$ cat src/coap_opt_pkg.sv
// types and constants shared by the coap option header parser
`timescale 1ns / 1ps

package coap_opt_pkg;

    // parse phases, one-hot
    typedef enum logic [7:0] {
        PH_HEADER  = 8'b0000_0001,
        PH_DEXT1   = 8'b0000_0010,
        PH_DEXT_HI = 8'b0000_0100,
        PH_DEXT_LO = 8'b0000_1000,
        PH_LEXT1   = 8'b0001_0000,
        PH_LEXT_HI = 8'b0010_0000,
        PH_LEXT_LO = 8'b0100_0000,
        PH_VALUE   = 8'b1000_0000
    } phase_t;

    // byte classes
    localparam logic [1:0] CLS_HEADER  = 2'd0;
    localparam logic [1:0] CLS_VALUE   = 2'd1;
    localparam logic [1:0] CLS_ERROR   = 2'd2;
    localparam logic [1:0] CLS_DISCARD = 2'd3;

    // error kinds
    localparam logic [1:0] ERR_NONE      = 2'd0;
    localparam logic [1:0] ERR_RESERVED  = 2'd1;
    localparam logic [1:0] ERR_TRUNCATED = 2'd2;
    localparam logic [1:0] ERR_OVERFLOW  = 2'd3;

    // nibble codes
    localparam logic [3:0] NIB_EXT_ONE = 4'd13;
    localparam logic [3:0] NIB_EXT_TWO = 4'd14;
    localparam logic [3:0] NIB_RSVD    = 4'd15;

    // extension biases and the 16-bit ceiling
    localparam logic [16:0] EXT_ONE_BIAS = 17'd13;
    localparam logic [16:0] EXT_TWO_BIAS = 17'd269;
    localparam logic [16:0] LEN_MAX      = 17'd65535;
    localparam logic [17:0] NUM_MAX      = 18'd65535;

    typedef struct packed {
        logic [7:0] data_byte;
        logic       first_of_message;
        logic       last_of_buffer;
    } in_item_t;

    typedef struct packed {
        logic [1:0]  byte_class;
        logic [7:0]  value_byte;
        logic [15:0] option_number;
        logic [15:0] option_length;
        logic        header_complete;
        logic        option_complete;
        logic [1:0]  error_kind;
    } result_t;

    // parser state summary for the top level
    typedef struct packed {
        logic error_seen;
        logic phase_header;
    } status_t;

endpackage

$ cat src/coap_opt_if.sv
// valid/ready stream interface with a typed payload
`timescale 1ns / 1ps

interface coap_opt_if #(parameter type T = logic);
    logic valid;
    logic ready;
    T     payload;

    modport source (output valid, output payload, input ready);
    modport sink (input valid, input payload, output ready);
endinterface

$ cat src/coap_option_header_parser.sv
// Parses the option area of a CoAP message one byte per request: each byte
// yields one result with its class, the absolute option number and value
// length once the header is complete, and an error kind for a reserved
// nibble, a buffer that ends inside an option, or a number or length above
// 65535. After an error, bytes are discarded until first_of_message is set.
// Throughput is one byte per clock while result_ch.ready does not stall it;
// a byte goes from acceptance into the input register, then is decoded
// into the result register. The running option number is updated in the same
// cycle as that load, so consecutive bytes follow each other without bubbles.
`timescale 1ns / 1ps

module coap_option_header_parser (
    input  logic      clk,
    input  logic      rst_n,
    coap_opt_if.sink   item_ch,
    coap_opt_if.source result_ch
);

    logic                   in_valid_reg;
    coap_opt_pkg::in_item_t in_item_reg;
    logic                   out_valid_reg;
    coap_opt_pkg::result_t  out_res_reg;

    logic                   advance;
    coap_opt_pkg::result_t  dec_result;
    coap_opt_pkg::status_t  dec_status;

    // input register moves to the result register when that one is free
    assign advance       = in_valid_reg && (!out_valid_reg || result_ch.ready);
    assign item_ch.ready = !in_valid_reg || advance;

    // input register
    always_ff @(posedge clk or negedge rst_n)
    begin
        if (!rst_n)
        begin
            in_valid_reg <= 1'b0;
        end
        else if (item_ch.ready)
        begin
            in_valid_reg <= item_ch.valid;
        end
    end

    always_ff @(posedge clk)
    begin
        if (item_ch.valid && item_ch.ready)
        begin
            in_item_reg <= item_ch.payload;
        end
    end

    coap_opt_decode u_decode (
        .clk    (clk),
        .rst_n  (rst_n),
        .step   (advance),
        .item   (in_item_reg),
        .result (dec_result),
        .status (dec_status)
    );

    // result register
    always_ff @(posedge clk or negedge rst_n)
    begin
        if (!rst_n)
        begin
            out_valid_reg <= 1'b0;
        end
        else if (!out_valid_reg || result_ch.ready)
        begin
            out_valid_reg <= in_valid_reg;
        end
    end

    always_ff @(posedge clk)
    begin
        if (advance)
        begin
            out_res_reg <= dec_result;
        end
    end

    assign result_ch.valid   = out_valid_reg;
    assign result_ch.payload = out_res_reg;

`ifndef ASSERT_OFF
    // a decoded byte always lands in the result register
    a_advance_fills: assert property (@(posedge clk) disable iff (!rst_n)
        advance |=> result_ch.valid)
        else $error("decoded byte did not reach the result register");

    // an error result leaves the parser discarding
    a_error_sticks: assert property (@(posedge clk) disable iff (!rst_n)
        advance && dec_result.byte_class == coap_opt_pkg::CLS_ERROR
        |=> dec_status.error_seen)
        else $error("error result without error state");

    // a finished option returns the parser to header phase
    a_option_done: assert property (@(posedge clk) disable iff (!rst_n)
        advance && dec_result.option_complete |=> dec_status.phase_header)
        else $error("option complete but parser not at header");
`endif

endmodule

$ cat src/coap_opt_decode.sv
// option header decode: parser state and per-byte result logic
`timescale 1ns / 1ps

module coap_opt_decode (
    input  logic                  clk,
    input  logic                  rst_n,
    input  logic                  step,
    input  coap_opt_pkg::in_item_t item,
    output coap_opt_pkg::result_t  result,
    output coap_opt_pkg::status_t  status
);

    coap_opt_pkg::phase_t phase_reg, phase_next, phase_eff;
    logic [15:0] running_reg, running_next, running_eff;
    logic [16:0] pend_delta_reg, pend_delta_next;
    logic [15:0] pend_len_reg, pend_len_next;
    logic [3:0]  len_nib_reg, len_nib_next;
    logic [7:0]  ext_high_reg, ext_high_next;
    logic [15:0] remain_reg, remain_next;
    logic        error_reg, error_next, error_eff;

    logic [3:0]  dn;
    logic [3:0]  ln;
    logic [3:0]  lnib;
    logic        len_stage;
    logic        fin;
    logic [16:0] fin_delta;
    logic [16:0] fin_len;
    logic [17:0] sum;
    logic        raise;
    logic [1:0]  kind;
    logic [15:0] rem_dec;

    // next state and result for the byte in the input register
    always_comb
    begin
        dn = item.data_byte[7:4];
        ln = item.data_byte[3:0];

        // a message start clears the running number and the error
        phase_eff   = item.first_of_message ? coap_opt_pkg::PH_HEADER : phase_reg;
        running_eff = item.first_of_message ? 16'd0 : running_reg;
        error_eff   = item.first_of_message ? 1'b0 : error_reg;

        phase_next      = phase_eff;
        running_next    = running_eff;
        error_next      = error_eff;
        pend_delta_next = pend_delta_reg;
        pend_len_next   = pend_len_reg;
        len_nib_next    = len_nib_reg;
        ext_high_next   = ext_high_reg;
        remain_next     = remain_reg;

        lnib      = len_nib_reg;
        len_stage = 1'b0;
        fin       = 1'b0;
        fin_delta = pend_delta_reg;
        fin_len   = 17'd0;
        sum       = 18'd0;
        raise     = 1'b0;
        kind      = coap_opt_pkg::ERR_NONE;
        rem_dec   = remain_reg - 16'd1;

        result.byte_class      = coap_opt_pkg::CLS_HEADER;
        result.value_byte      = item.data_byte;
        result.option_number   = 16'd0;
        result.option_length   = 16'd0;
        result.header_complete = 1'b0;
        result.option_complete = 1'b0;
        result.error_kind      = coap_opt_pkg::ERR_NONE;

        if (error_eff)
        begin
            result.byte_class = coap_opt_pkg::CLS_DISCARD;
        end
        else
        begin
            case (phase_eff)
                coap_opt_pkg::PH_HEADER:
                begin
                    if (dn == coap_opt_pkg::NIB_RSVD || ln == coap_opt_pkg::NIB_RSVD)
                    begin
                        raise = 1'b1;
                        kind  = coap_opt_pkg::ERR_RESERVED;
                    end
                    else
                    begin
                        len_nib_next = ln;
                        lnib         = ln;
                        if (dn < coap_opt_pkg::NIB_EXT_ONE)
                        begin
                            fin_delta = {13'd0, dn};
                            len_stage = 1'b1;
                        end
                        else if (dn == coap_opt_pkg::NIB_EXT_ONE)
                        begin
                            phase_next = coap_opt_pkg::PH_DEXT1;
                        end
                        else
                        begin
                            phase_next = coap_opt_pkg::PH_DEXT_HI;
                        end
                    end
                end
                coap_opt_pkg::PH_DEXT1:
                begin
                    fin_delta = {9'd0, item.data_byte} + coap_opt_pkg::EXT_ONE_BIAS;
                    len_stage = 1'b1;
                end
                coap_opt_pkg::PH_DEXT_HI:
                begin
                    ext_high_next = item.data_byte;
                    phase_next    = coap_opt_pkg::PH_DEXT_LO;
                end
                coap_opt_pkg::PH_DEXT_LO:
                begin
                    fin_delta = {1'b0, ext_high_reg, item.data_byte}
                              + coap_opt_pkg::EXT_TWO_BIAS;
                    len_stage = 1'b1;
                end
                coap_opt_pkg::PH_LEXT1:
                begin
                    fin_len = {9'd0, item.data_byte} + coap_opt_pkg::EXT_ONE_BIAS;
                    fin     = 1'b1;
                end
                coap_opt_pkg::PH_LEXT_HI:
                begin
                    ext_high_next = item.data_byte;
                    phase_next    = coap_opt_pkg::PH_LEXT_LO;
                end
                coap_opt_pkg::PH_LEXT_LO:
                begin
                    fin_len = {1'b0, ext_high_reg, item.data_byte}
                            + coap_opt_pkg::EXT_TWO_BIAS;
                    fin     = 1'b1;
                end
                coap_opt_pkg::PH_VALUE:
                begin
                    result.byte_class    = coap_opt_pkg::CLS_VALUE;
                    result.option_number = running_eff;
                    result.option_length = pend_len_reg;
                    remain_next          = rem_dec;
                    if (rem_dec == 16'd0)
                    begin
                        result.option_complete = 1'b1;
                        phase_next             = coap_opt_pkg::PH_HEADER;
                    end
                end
                default:
                begin
                    phase_next = coap_opt_pkg::PH_HEADER;
                end
            endcase

            // length nibble once the delta is known
            if (len_stage)
            begin
                pend_delta_next = fin_delta;
                if (lnib < coap_opt_pkg::NIB_EXT_ONE)
                begin
                    fin_len = {13'd0, lnib};
                    fin     = 1'b1;
                end
                else if (lnib == coap_opt_pkg::NIB_EXT_ONE)
                begin
                    phase_next = coap_opt_pkg::PH_LEXT1;
                end
                else
                begin
                    phase_next = coap_opt_pkg::PH_LEXT_HI;
                end
            end

            // header done: add delta, check the 16-bit range
            if (fin)
            begin
                sum = {2'd0, running_eff} + {1'b0, fin_delta};
                if (sum > coap_opt_pkg::NUM_MAX || fin_len > coap_opt_pkg::LEN_MAX)
                begin
                    raise = 1'b1;
                    kind  = coap_opt_pkg::ERR_OVERFLOW;
                end
                else
                begin
                    running_next           = sum[15:0];
                    remain_next            = fin_len[15:0];
                    pend_len_next          = fin_len[15:0];
                    result.header_complete = 1'b1;
                    result.option_number   = sum[15:0];
                    result.option_length   = fin_len[15:0];
                    if (fin_len == 17'd0)
                    begin
                        result.option_complete = 1'b1;
                        phase_next             = coap_opt_pkg::PH_HEADER;
                    end
                    else
                    begin
                        phase_next = coap_opt_pkg::PH_VALUE;
                    end
                end
            end

            // buffer ends inside an option
            if (!raise && item.last_of_buffer && phase_next != coap_opt_pkg::PH_HEADER)
            begin
                raise = 1'b1;
                kind  = coap_opt_pkg::ERR_TRUNCATED;
            end

            if (raise)
            begin
                result.byte_class      = coap_opt_pkg::CLS_ERROR;
                result.error_kind      = kind;
                result.option_number   = 16'd0;
                result.option_length   = 16'd0;
                result.header_complete = 1'b0;
                result.option_complete = 1'b0;
                error_next             = 1'b1;
                phase_next             = coap_opt_pkg::PH_HEADER;
            end
        end
    end

    // parser state, advanced once per byte
    always_ff @(posedge clk or negedge rst_n)
    begin
        if (!rst_n)
        begin
            phase_reg      <= coap_opt_pkg::PH_HEADER;
            running_reg    <= 16'd0;
            pend_delta_reg <= 17'd0;
            pend_len_reg   <= 16'd0;
            len_nib_reg    <= 4'd0;
            ext_high_reg   <= 8'd0;
            remain_reg     <= 16'd0;
            error_reg      <= 1'b0;
        end
        else if (step)
        begin
            phase_reg      <= phase_next;
            running_reg    <= running_next;
            pend_delta_reg <= pend_delta_next;
            pend_len_reg   <= pend_len_next;
            len_nib_reg    <= len_nib_next;
            ext_high_reg   <= ext_high_next;
            remain_reg     <= remain_next;
            error_reg      <= error_next;
        end
    end

    assign status.error_seen   = error_reg;
    assign status.phase_header = (phase_reg == coap_opt_pkg::PH_HEADER);

endmodule
$ cat src/flat_wrapper.sv
// flat-port wrapper written by rule: the top's interface ports become plain ports
module coap_option_header_parser_flat 
  (clk, rst_n, item_ch_valid, item_ch_payload, item_ch_ready, result_ch_valid, result_ch_payload, result_ch_ready);
  coap_opt_if item_ch_i ();
  coap_opt_if result_ch_i ();
  input  logic clk;
  input  logic rst_n;
  input wire logic [$bits(item_ch_i.valid)-1:0] item_ch_valid;
  input wire logic [$bits(item_ch_i.payload)-1:0] item_ch_payload;
  output wire logic [$bits(item_ch_i.ready)-1:0] item_ch_ready;
  output wire logic [$bits(result_ch_i.valid)-1:0] result_ch_valid;
  output wire logic [$bits(result_ch_i.payload)-1:0] result_ch_payload;
  input wire logic [$bits(result_ch_i.ready)-1:0] result_ch_ready;
  assign item_ch_i.valid = item_ch_valid;
  assign item_ch_i.payload = item_ch_payload;
  assign item_ch_ready = item_ch_i.ready;
  assign result_ch_valid = result_ch_i.valid;
  assign result_ch_payload = result_ch_i.payload;
  assign result_ch_i.ready = result_ch_ready;
  coap_option_header_parser u_core (.clk(clk), .rst_n(rst_n), .item_ch(item_ch_i), .result_ch(result_ch_i));
endmodule
$ cat config.mk
export PLATFORM = sky130hd
export DESIGN_NAME = coap_option_header_parser_flat
export DESIGN_NICKNAME = d
export VERILOG_FILES = /design/src/coap_opt_pkg.sv /design/src/coap_opt_if.sv /design/src/coap_option_header_parser.sv /design/src/coap_opt_decode.sv /design/src/flat_wrapper.sv
export SDC_FILE = /design/constraint.sdc
export NUM_CORES = 1
export LEC_CHECK = 0
export ABC_AREA = 1
export BUFFER_PORTS_ARGS = -buffer_cell sky130_fd_sc_hd__clkbuf_2
export CORE_MARGIN = 2
export CORE_UTILIZATION = 45
export DETAILED_ROUTE_END_ITERATION = 6
export HOLD_SLACK_MARGIN = 0.06
export PLACE_DENSITY = 0.63
export SETUP_SLACK_MARGIN = 0.3
export SLEW_MARGIN = 20
export SYNTH_ARGS = -nofsm -noshare
export SYNTH_HDL_FRONTEND = slang
export SYNTH_SLANG_ARGS = --single-unit
$ cat constraint.sdc
create_clock -name clk -period 4.1 [get_ports clk]
set_input_delay 0.41 -clock clk [delete_from_list [all_inputs] [get_ports clk]]
set_output_delay 0.41 -clock clk [all_outputs]
set_load 0.01 [all_outputs]
# Word-level counts from Yosys, hierarchy flattened
# Cells that the tools add are included.
dict set report word_totals {
  ff_bits 66
  in_bits 5
  output_inout_bits 3
  elab_cells 87
}
dict set report op_classes {
  n_addsub 2
  n_lt_le_gt_ge 3
  n_eq_ne 10
  n_mux 39
  bitwise_logic 4
  reduce_logical 19
}
# operator count
set ops {}
lappend ops {{16-bit two-way mux} 6}
lappend ops {{8-bit two-way mux} 9}
lappend ops {{17-bit two-way mux} 4}
lappend ops {{17-bit one-hot mux with 3 select lines} 1}
lappend ops {{8-bit one-hot mux with 4 select lines} 1}
lappend ops {{16-bit by 17-bit adder with 18-bit output} 1}
lappend ops {{18-bit by 16-bit > comparator with 1-bit output (second input constant)} 1}
lappend ops {{9-bit one-hot mux with 2 select lines} 1}
lappend ops {{17-bit by 16-bit > comparator with 1-bit output (second input constant)} 1}
lappend ops {{17-bit logical NOT} 1}
lappend ops {{16-bit logical NOT} 1}
lappend ops {{16-bit by 1-bit subtractor with 16-bit output (second input constant)} 1}
lappend ops {{1-bit two-way mux} 14}
lappend ops {{8-bit by 1-bit == test with 1-bit output (second input constant)} 1}
lappend ops {{8-bit by 2-bit == test with 1-bit output (second input constant)} 1}
lappend ops {{8-bit by 3-bit == test with 1-bit output (second input constant)} 1}
lappend ops {{8-bit by 4-bit == test with 1-bit output (second input constant)} 1}
lappend ops {{8-bit by 5-bit == test with 1-bit output (second input constant)} 1}
lappend ops {{8-bit by 6-bit == test with 1-bit output (second input constant)} 1}
lappend ops {{8-bit by 7-bit == test with 1-bit output (second input constant)} 1}
lappend ops {{8-bit == test (second input constant)} 1}
lappend ops {{4-bit two-way mux} 2}
lappend ops {{8-bit by 1-bit != test with 1-bit output (second input constant)} 1}
lappend ops {{6-bit two-way mux} 1}
lappend ops {{other kinds (13)} 23}

# Depth between registers and ports, before layout
# Gate-level depths: netlist of run 1.
dict set report logic_depth {
  word_depth 19
  mapped_depth 25
  depth_no_buf 24
}

# Cells and area by module
# A second synthesis of run 1 with hierarchy kept.
dict set report unflattened {
  cells_unflattened 1050
  area_unflattened_um2 7134.3
}
# module n_inst cells_each area_each_um2 seq_area_each_um2
set by_module_without_submodules {}
lappend by_module_without_submodules {coap_opt_decode 1 1035 6975.4 2153.3}
lappend by_module_without_submodules {coap_option_header_parser 1 15 158.9 110.1}

# Worst setup path after synthesis of run 1
# OpenSTA, ideal clock, no wires.
dict set report synth_path {
  kind {reg2reg}
  from {reg u_core.u_decode.phase_reg[0]}
  to {reg u_core.u_decode.remain_reg[3]}
  setup_ps 127
  arrival_time_ps 3146
  t_required_ps 3973
  path_slack_ps 827
  path_stages_with_launch 21
  n_path_buf 3
  period_less_slack_ps 3273
  cell_sequence {dfstp_2 inv_1 nor2_1 nand4_2 nand2_2 buf_6 clkbuf_1 nor2_1 ha_1 a21o_1 nand3_1 nand2_1 a21oi_1 nand2_1 nand3_4 nand2_4 nand2_4 inv_2 buf_6 o21ai_1 o21ai_1}
}
dict set report synth_via {
  elab_chain_len 11
  word_cells_on_any_way 30
  cone_classes {1 x add/sub; 3 x order compare; 6 x eq/ne; 17 x mux; 3 x reduce/logical}
}
# element line_no
set synth_rtl {}
lappend synth_rtl {{from (decl)} coap_opt_decode.sv:13} ;# coap_opt_pkg::phase_t phase_reg, phase_next, phase_eff;
lappend synth_rtl {{from (signal assigned)} coap_opt_decode.sv:229} ;# phase_reg <= coap_opt_pkg::PH_HEADER;
lappend synth_rtl {{from (signal assigned)} coap_opt_decode.sv:240} ;# phase_reg <= phase_next;
lappend synth_rtl {{parallel branches: the longest is 10 deep, another holds 16-bit by 17-bit adder with 18-bit output} -}
lappend synth_rtl {{16-bit two-way mux (*)} coap_opt_decode.sv:175} ;# if (fin)
lappend synth_rtl {{to (signal assigned)} coap_opt_decode.sv:246} ;# remain_reg <= remain_next;
lappend synth_rtl {{to (decl)} coap_opt_decode.sv:19} ;# logic [15:0] remain_reg, remain_next;
# Every way passes the cells marked *. The select of a mux whose other input is x is not followed.
# A chain may end at the register's enable or synchronous reset.

# Worst setup path after layout of run 1
dict set report layout_path {
  from {reg u_core.u_decode.phase_reg[7]}
  to {reg u_core.u_decode.remain_reg[1]}
}
# Same word-level chain as after synthesis.

==> results of run 1 <==
-- final timing paths --
kind,from,end,slack (ps),cells past startpoint
worst min-delay path,rst_n,u_core.u_decode.running_reg[5],110,1
min in group clk,item_ch_payload,u_core.in_item_reg[0],240,1
worst max register to register,u_core.u_decode.phase_reg[7],u_core.u_decode.remain_reg[1],570,20
worst max-delay path,u_core.u_decode.phase_reg[7],u_core.u_decode.remain_reg[1],570,20
worst min register to register,u_core.u_decode.running_reg[5],u_core.u_decode.running_reg[5],490,2
max in group asynchronous,rst_n,u_core.u_decode.running_reg[15],3060,2
-- synthesized netlist by cell type, drive strengths merged --
cell and instances:
a21o 2, a21oi 35, a31oi 4, buf 6, clkbuf 8, clkinv 1
dfrtp 63, dfstp 1, edfxtp 2, fa 1, ha 18, inv 78
nand2 145, nand3 38, nand4 10, nor2 84, nor3 5, nor4 1
o2111ai 4, o211ai 2, o21a 1, o21ai 49, o21bai 2, o22ai 10
o31ai 1, xnor2 9, xor2 11
-- final cells by class --
| class | instances | area, um2 | area share [%] |
|---|---|---|---|
| Multi-Input combinational cell | 432 | 2380 | 49.8 |
| Sequential cell | 66 | 1660 | 34.8 |
| Inverter | 79 | 304 | 6.35 |
| Tap cell | 133 | 166 | 3.48 |
| Clock buffer | 11 | 151 | 3.16 |
| Timing Repair Buffer | 11 | 65.1 | 1.36 |
| Clock inverter | 5 | 52.6 | 1.10 |
-- cell families (layout without fill, tap and decap cells) --
family,after synthesis,in the layout
compound gates,110,110
simple gates,283,283
flops,66,66
xor+xnor,20,20
buf+inv,93,106
fa+ha+maj,19,19
-- what timing repair did --
action | CTS | global route
cloned | 0 | 0
gates resized for setup | 1 | 7
setup endpoints to repair | 16 | 36
-- critical path, stage by stage, from the launching register on --
cell     delay [ps]
dfrtp_1         430
nor2_2          230
inv_2            60
nor2_2          140
nand2_2         140
a21oi_1         170
ha_1            190
inv_1            60
fa_1            420
o21ai_2         250
nand2_2          80
nand2_2         110
nand3_1         150
nand2_1         140
nand3_4         130
nand2_4         120
nand2_4         100
inv_4           180
o21ai_0         130
nand3_1          90
o21ai_0          70
-- power by group --
| part | leakage, nW | switching [mW] | internal [mW] |
|---|---|---|---|
| clock | 0.105 | 0.264 | 0.311 |
| combinational | 1.62 | 0.0222 | 0.00691 |
| sequential | 0.712 | 0.00237 | 0.659 |
-- per-layer routing --
layer  part of all wire (%)  vias to the layer above
met1                     51                     1742
met3                    2.8                       12
met5                      0                        -
li1                       -                     1940
met2                     44                       49
met4                    1.7                        0
-- stage by stage --
| step | instances | hold WS, ps | util, % |
|---|---|---|---|
| 2_1_floorplan | 591 | 114 | - |
| 3_3_place_gp | 721 | 470 | 47.2 |
| 3_5_place_dp | 721 | 473 | 47.2 |
| 4_1_cts | 737 | 146 | 49.3 |
| 5_1_grt | 737 | 188 | 49.6 |
| 6_report | 737 | 112 | 49.6 |
==> impl_metrics.yaml, run 1 <==
status:
  outcome: "complete, no violations"
drt:
  first_pass_iters: 6
  vias: 3743
  finalWirelength_mm: 9.44
  drc: 0
  wire_per_inst_um: 12.8
  via_per_inst: 5.08
  initialDrtViolationCount: 154
  ant_nets: 0
global_routing:
  grt_max_degree: 35
  track_usage_pct: 19.6
  antenna_found_initial: 0
  grt_pass1_vias: 3469
  grt_pass1_wl_mm: 16.2
  met2_usage_pct: 28.4
  grtUsageMet1_pct: 28.9
  met3_usage_pct: 2.85
  grt.overflow.total: 0
  busiest_layer: "met1"
final_layout:
  layout_commonest_cell: "nand2_1"
  finalNetCount: 623
  drive_gt1_share_pct: 11.6
  fin_area_mm2: 0.00478
  final_cell_mix: "136 x nand2_1, 77 x nor2_1, 75 x inv_1"
  synthToLayoutAreaGrowth_pct: 8.61
  n_antenna_cell: 0
  largest_register_ffs: 17
  num-fill-cells: 977
synth:
  ys_seq_area_share_pct: 37.7
  postSynthCellCount: 591
  synth-simple-area-share_pct: 28.6
  synth_mux_area_share_pct: 0
  synth_compound_area_share_pct: 15.3
  synth-xor-area-share_pct: 3.98
  syn_area_per_cell_um2: 7.45
  synth_cell_type_count: 40
  synth-adder-area-share_pct: 5.57
  synth_area_mm2: 0.00441
  synth_top_cell_area_share_pct: 35.8
  synth.largest_area_cell: "dfrtp_1"
  yosys-top-cells-area: "dfrtp_1 36%, nand2_1 12%, nor2_1 6.6%, inv_1 6.4%, ha_1 5.1%"
  synth_top_family_by_area: "simple AND/OR/NAND/NOR gates"
  synth_nets: 615
  ys_ff_latch: 66
  yosys_warnings: 0
timing:
  setup_ws_ps: 573
  skew_ps: 13.9
  relSlewSlack_pct: 45.5
  rsz0062_at_grt: "yes"
  final_hold_viol_count: 0
  worst_slew_pin_slew_ps: 813
  period_share_pct: 86.0
  setup_viol: 0
  final_max_slew_viol_count: 0
  setup_tns_ps: 0
  fmax_ghz: 0.283
  finalCriticalPeriod_ps: 3530
clock_network:
  cts.sinks: 66
  clk_latency_ps: 360
  cts.path.max_buffers: 2
  htreeDepth: 3
  cts_tree: "done"
  hold_buffers: 0
  clk_pin_slew_ps: 80
  postCtsSetupBuffers: 0
  clk_root_buffer_cell: "clkbuf_8"
  numCtsBuffers: 9
setup_path:
  path_class: "reg -> reg"
  crit_path_start_kind: "register"
  crit_arrival_ps: 3770
  worstSetupEndpointType: "register"
  path_max_fanout: 14
  worstPathRequired_ps: 4340
job:
  max_cap_viol_count: 0
pwr:
  leakagePower_nw: 2.44
  ir_drop_v: 0.000174
  fin_total_pwr_mw: 1.26
  power_density_mw_per_mm2: 264
die:
  start_util_pct: 45.7
  die_w_um: 103
  die-area_mm2: 0.0106
  io_pins: 8
  rows: 36
  die_h_um: 103
  coreArea_mm2: 0.00964
place:
  dp_slack_ps: 166
  dp_hpwl_mm: 6.80
  port_buffers: 7
  gp_congestion: 0.881
  place_area_mm2: 0.00455
min_path:
  hold_path.class: "in -> async"
(Power assumes the default switching activity.)
==> run 2, diff against run 1 <==
--- a/config.mk
+++ b/config.mk
@@ -5,7 +5,6 @@
 export SDC_FILE = /design/constraint.sdc
 export NUM_CORES = 1
 export LEC_CHECK = 0
-export ABC_AREA = 1
 export BUFFER_PORTS_ARGS = -buffer_cell sky130_fd_sc_hd__clkbuf_2
 export CORE_MARGIN = 2
 export CORE_UTILIZATION = 45
==> run 2 against run 1 <==
Against the previous run:
- synthesized cell count fell by 26%
- sequential power is 32% higher
- register-to-register slack worse by 130 ps
- utilization up 2.6 points
- design area shrank 0.50%
- clock power is 6.8% higher
- routed wire length down 1.3%
- sequential cell count unchanged
- total power up 110%
- count of clock-buffer cells in the layout decreased by 2
- final cell count fell by 22%
==> impl_metrics.yaml, run 2 <==
drt:
  finalWirelength_mm: 9.32
  drc: 0
  initialDrtViolationCount: 176
  first_pass_iters: 6
  vias: 3322
  ant_nets: 0
  via_per_inst: 5.77
  wire_per_inst_um: 16.2
global_routing:
  antenna_found_initial: 0
  track_usage_pct: 19.5
  grt_pass1_vias: 3144
  grt.overflow.total: 0
  grt_pass1_wl_mm: 15.5
  grt_max_degree: 43
setup_path:
  crit_path_start_kind: "register"
  path_class: "reg -> reg"
  path_max_fanout: 7
  worst-r2r-setup-slack_ps: 440
  worstPathRequired_ps: 4330
  crit_arrival_ps: 3890
  worstSetupEndpointType: "register"
synth:
  synth.largest_area_cell: "dfrtp_1"
  synth_top_cell_area_share_pct: 38.0
  synth_commonest_cells: "63 x dfrtp_1, 40 x nor2_1, 34 x a21oi_1"
  syn_area_per_cell_um2: 9.53
  yosys-top-cells-area: "dfrtp_1 38%, ha_1 5.4%, a21oi_1 4.1%, nor2_1 3.6%, mux2_4 3.3%"
  synth_area_mm2: 0.00415
  yosys_warnings: 0
  ys_seq_area_share_pct: 40.0
  synth_nets: 460
  async_flop_share_pct: 97.0
  synth_cell_type_count: 71
  ys_ff_latch: 66
  synth_most_common_cell: "dfrtp_1"
  synth_edf_count: 2
  synthFlopType: "dfrtp_1"
  postSynthCellCount: 436
place:
  placedCellCount: 548
  dp_hpwl_mm: 6.36
  port_buffers: 7
  gp_congestion: 0.860
clock_network:
  cts.path.max_buffers: 2
  numCtsBuffers: 9
  cts.sinks: 66
  clk_pin_slew_ps: 80
  htreeDepth: 3
  cts_tree: "done"
  clk_root_buffer_cell: "clkbuf_8"
  clk_latency_ps: 340
pwr:
  combPwrFrac_pct: 44.8
  ir_drop_v: 0.000351
  power_density_mw_per_mm2: 565
  sw_frac_of_total_pct: 40.2
  p_clk_share_pct: 22.8
  intPower_mw: 1.61
  seq_power_share_pct: 32.4
  fin_total_pwr_mw: 2.69
  p_sw_mw: 1.08
  leakagePower_nw: 2.19
status:
  outcome: "complete, no violations"
timing:
  relSlewSlack_pct: 53.6
  final_max_slew_viol_count: 0
  worst_slew_pin_slew_ps: 693
  setup_viol: 0
  fmax_ghz: 0.273
  period_share_pct: 89.3
  timing.hold.ws_ps: 239
  finalCriticalPeriod_ps: 3660
  rsz0062_at_grt: "no"
  final_hold_viol_count: 0
  skew_ps: 14.8
final_layout:
  finalNetCount: 484
  synthToLayoutAreaGrowth_pct: 14.6
  layout_commonest_cell: "dfrtp_1"
  layout.cells.non_filler: 576
  largest_register_ffs: 17
  drive_gt1_share_pct: 19.8
  final_cell_mix: "59 x dfrtp_1, 40 x nor2_1, 32 x a21oi_1"
  n_antenna_cell: 0
  utilization_pct: 52.3
die:
  rows: 35
  start_util_pct: 45.6
  die_w_um: 100
  die-area_mm2: 0.0100
  coreArea_mm2: 0.00911
  die_h_um: 100
  io_pins: 8
job:
  max_cap_viol_count: 0
min_path:
  hold_path.class: "in -> reg"
-- run 2: cell count changes after synthesis, moves of 9 or more --
cell	previous run	this run
and2_1	0	15
inv_1	75	14
mux2_4	0	9
nand2_1	136	26
nand3_1	33	8
nor2_1	77	40
nor2b_1	0	20
o21ai_0	31	17
o21ai_2	15	1
o22ai_1	10	0
-- run 2: routing by layer --
layer  global-route usage [%]  wire length, um
met1                     26.8             4370
met3                     2.99              364
met5                        0                0
met4                     6.22              162
met2                     31.9             4420
-- run 2: worst paths after layout --
kind | from | to | cells after the start
max in group asynchronous | rst_n | u_core.u_decode.phase_reg[7] | 4
setup reg to reg | u_core.u_decode.phase_reg[1] | u_core.u_decode.phase_reg[7] | 15
min in group asynchronous | rst_n | u_core.u_decode.running_reg[4] | 2
setup / recovery | u_core.u_decode.phase_reg[1] | u_core.u_decode.phase_reg[7] | 15
hold reg to reg | u_core.u_decode.remain_reg[13] | u_core.u_decode.remain_reg[13] | 1
hold / removal | item_ch_payload | u_core.in_item_reg[0] | 1
-- run 2: final cells by class --
class                           count  area [um2]
Clock inverter                      7        93.8
Clock buffer                        9         124
Sequential cell                    66        1670
Fill cell                         842        4350
Timing Repair Buffer               32         245
Tap cell                          111         139
Inverter                           14        52.6
Multi-Input combinational cell    337        2440
-- run 2: worst max-delay path, cell delays in order, from the launching register on --
cell	delay, ps
dfrtp_2	480
xor2_2	220
o21ai_0	260
nor3_2	80
buf_4	160
o21a_1	170
ha_1	320
nor2b_2	170
o31a_1	270
o21ai_2	190
a21oi_2	90
buf_4	140
or3_1	430
and2_1	210
a21boi_0	140
a22o_1	220
-- run 2: cell families after synthesis --
| kind of cell | share of synthesized area, % |
|---|---|
| adder cells (fa/ha/maj) | 5.90 |
| AND/OR/NAND/NOR | 21.8 |
| multiplexers | 5.60 |
| buffers and inverters | 3.61 |
| XOR/XNOR | 4.22 |
| AO/OA/AOI/OAI | 18.9 |
| flip-flops | 40.0 |
-- run 2: repair_timing --
item,4_1_cts,5_1_grt
hold buffers,0,1
hold endpoints to repair,0,10
resized for setup,12,16
pin swaps,4,5
setup buffers,3,7
setup endpoints to repair,36,36
cloned,0,0
-- run 2: metrics by stage --
step	cell area (um2)	setup slack (ps)	TNS (ps)
finish	4760	439	0
global route	4760	245	0
CTS	4610	311	0
detailed placement	4330	-37.7	-66.1
global placement	4330	3.57	0
floorplan	4150	324	0
-- run 2: power by group through the flow --
stage	logic [mW]	registers (mW)	clock network [mW]
floorplan	0.872	0.820	0
global route	1.34	0.886	0.653
global placement	1.10	0.869	0
CTS	1.16	0.865	0.625
finish	1.21	0.870	0.613
detailed placement	1.12	0.873	0
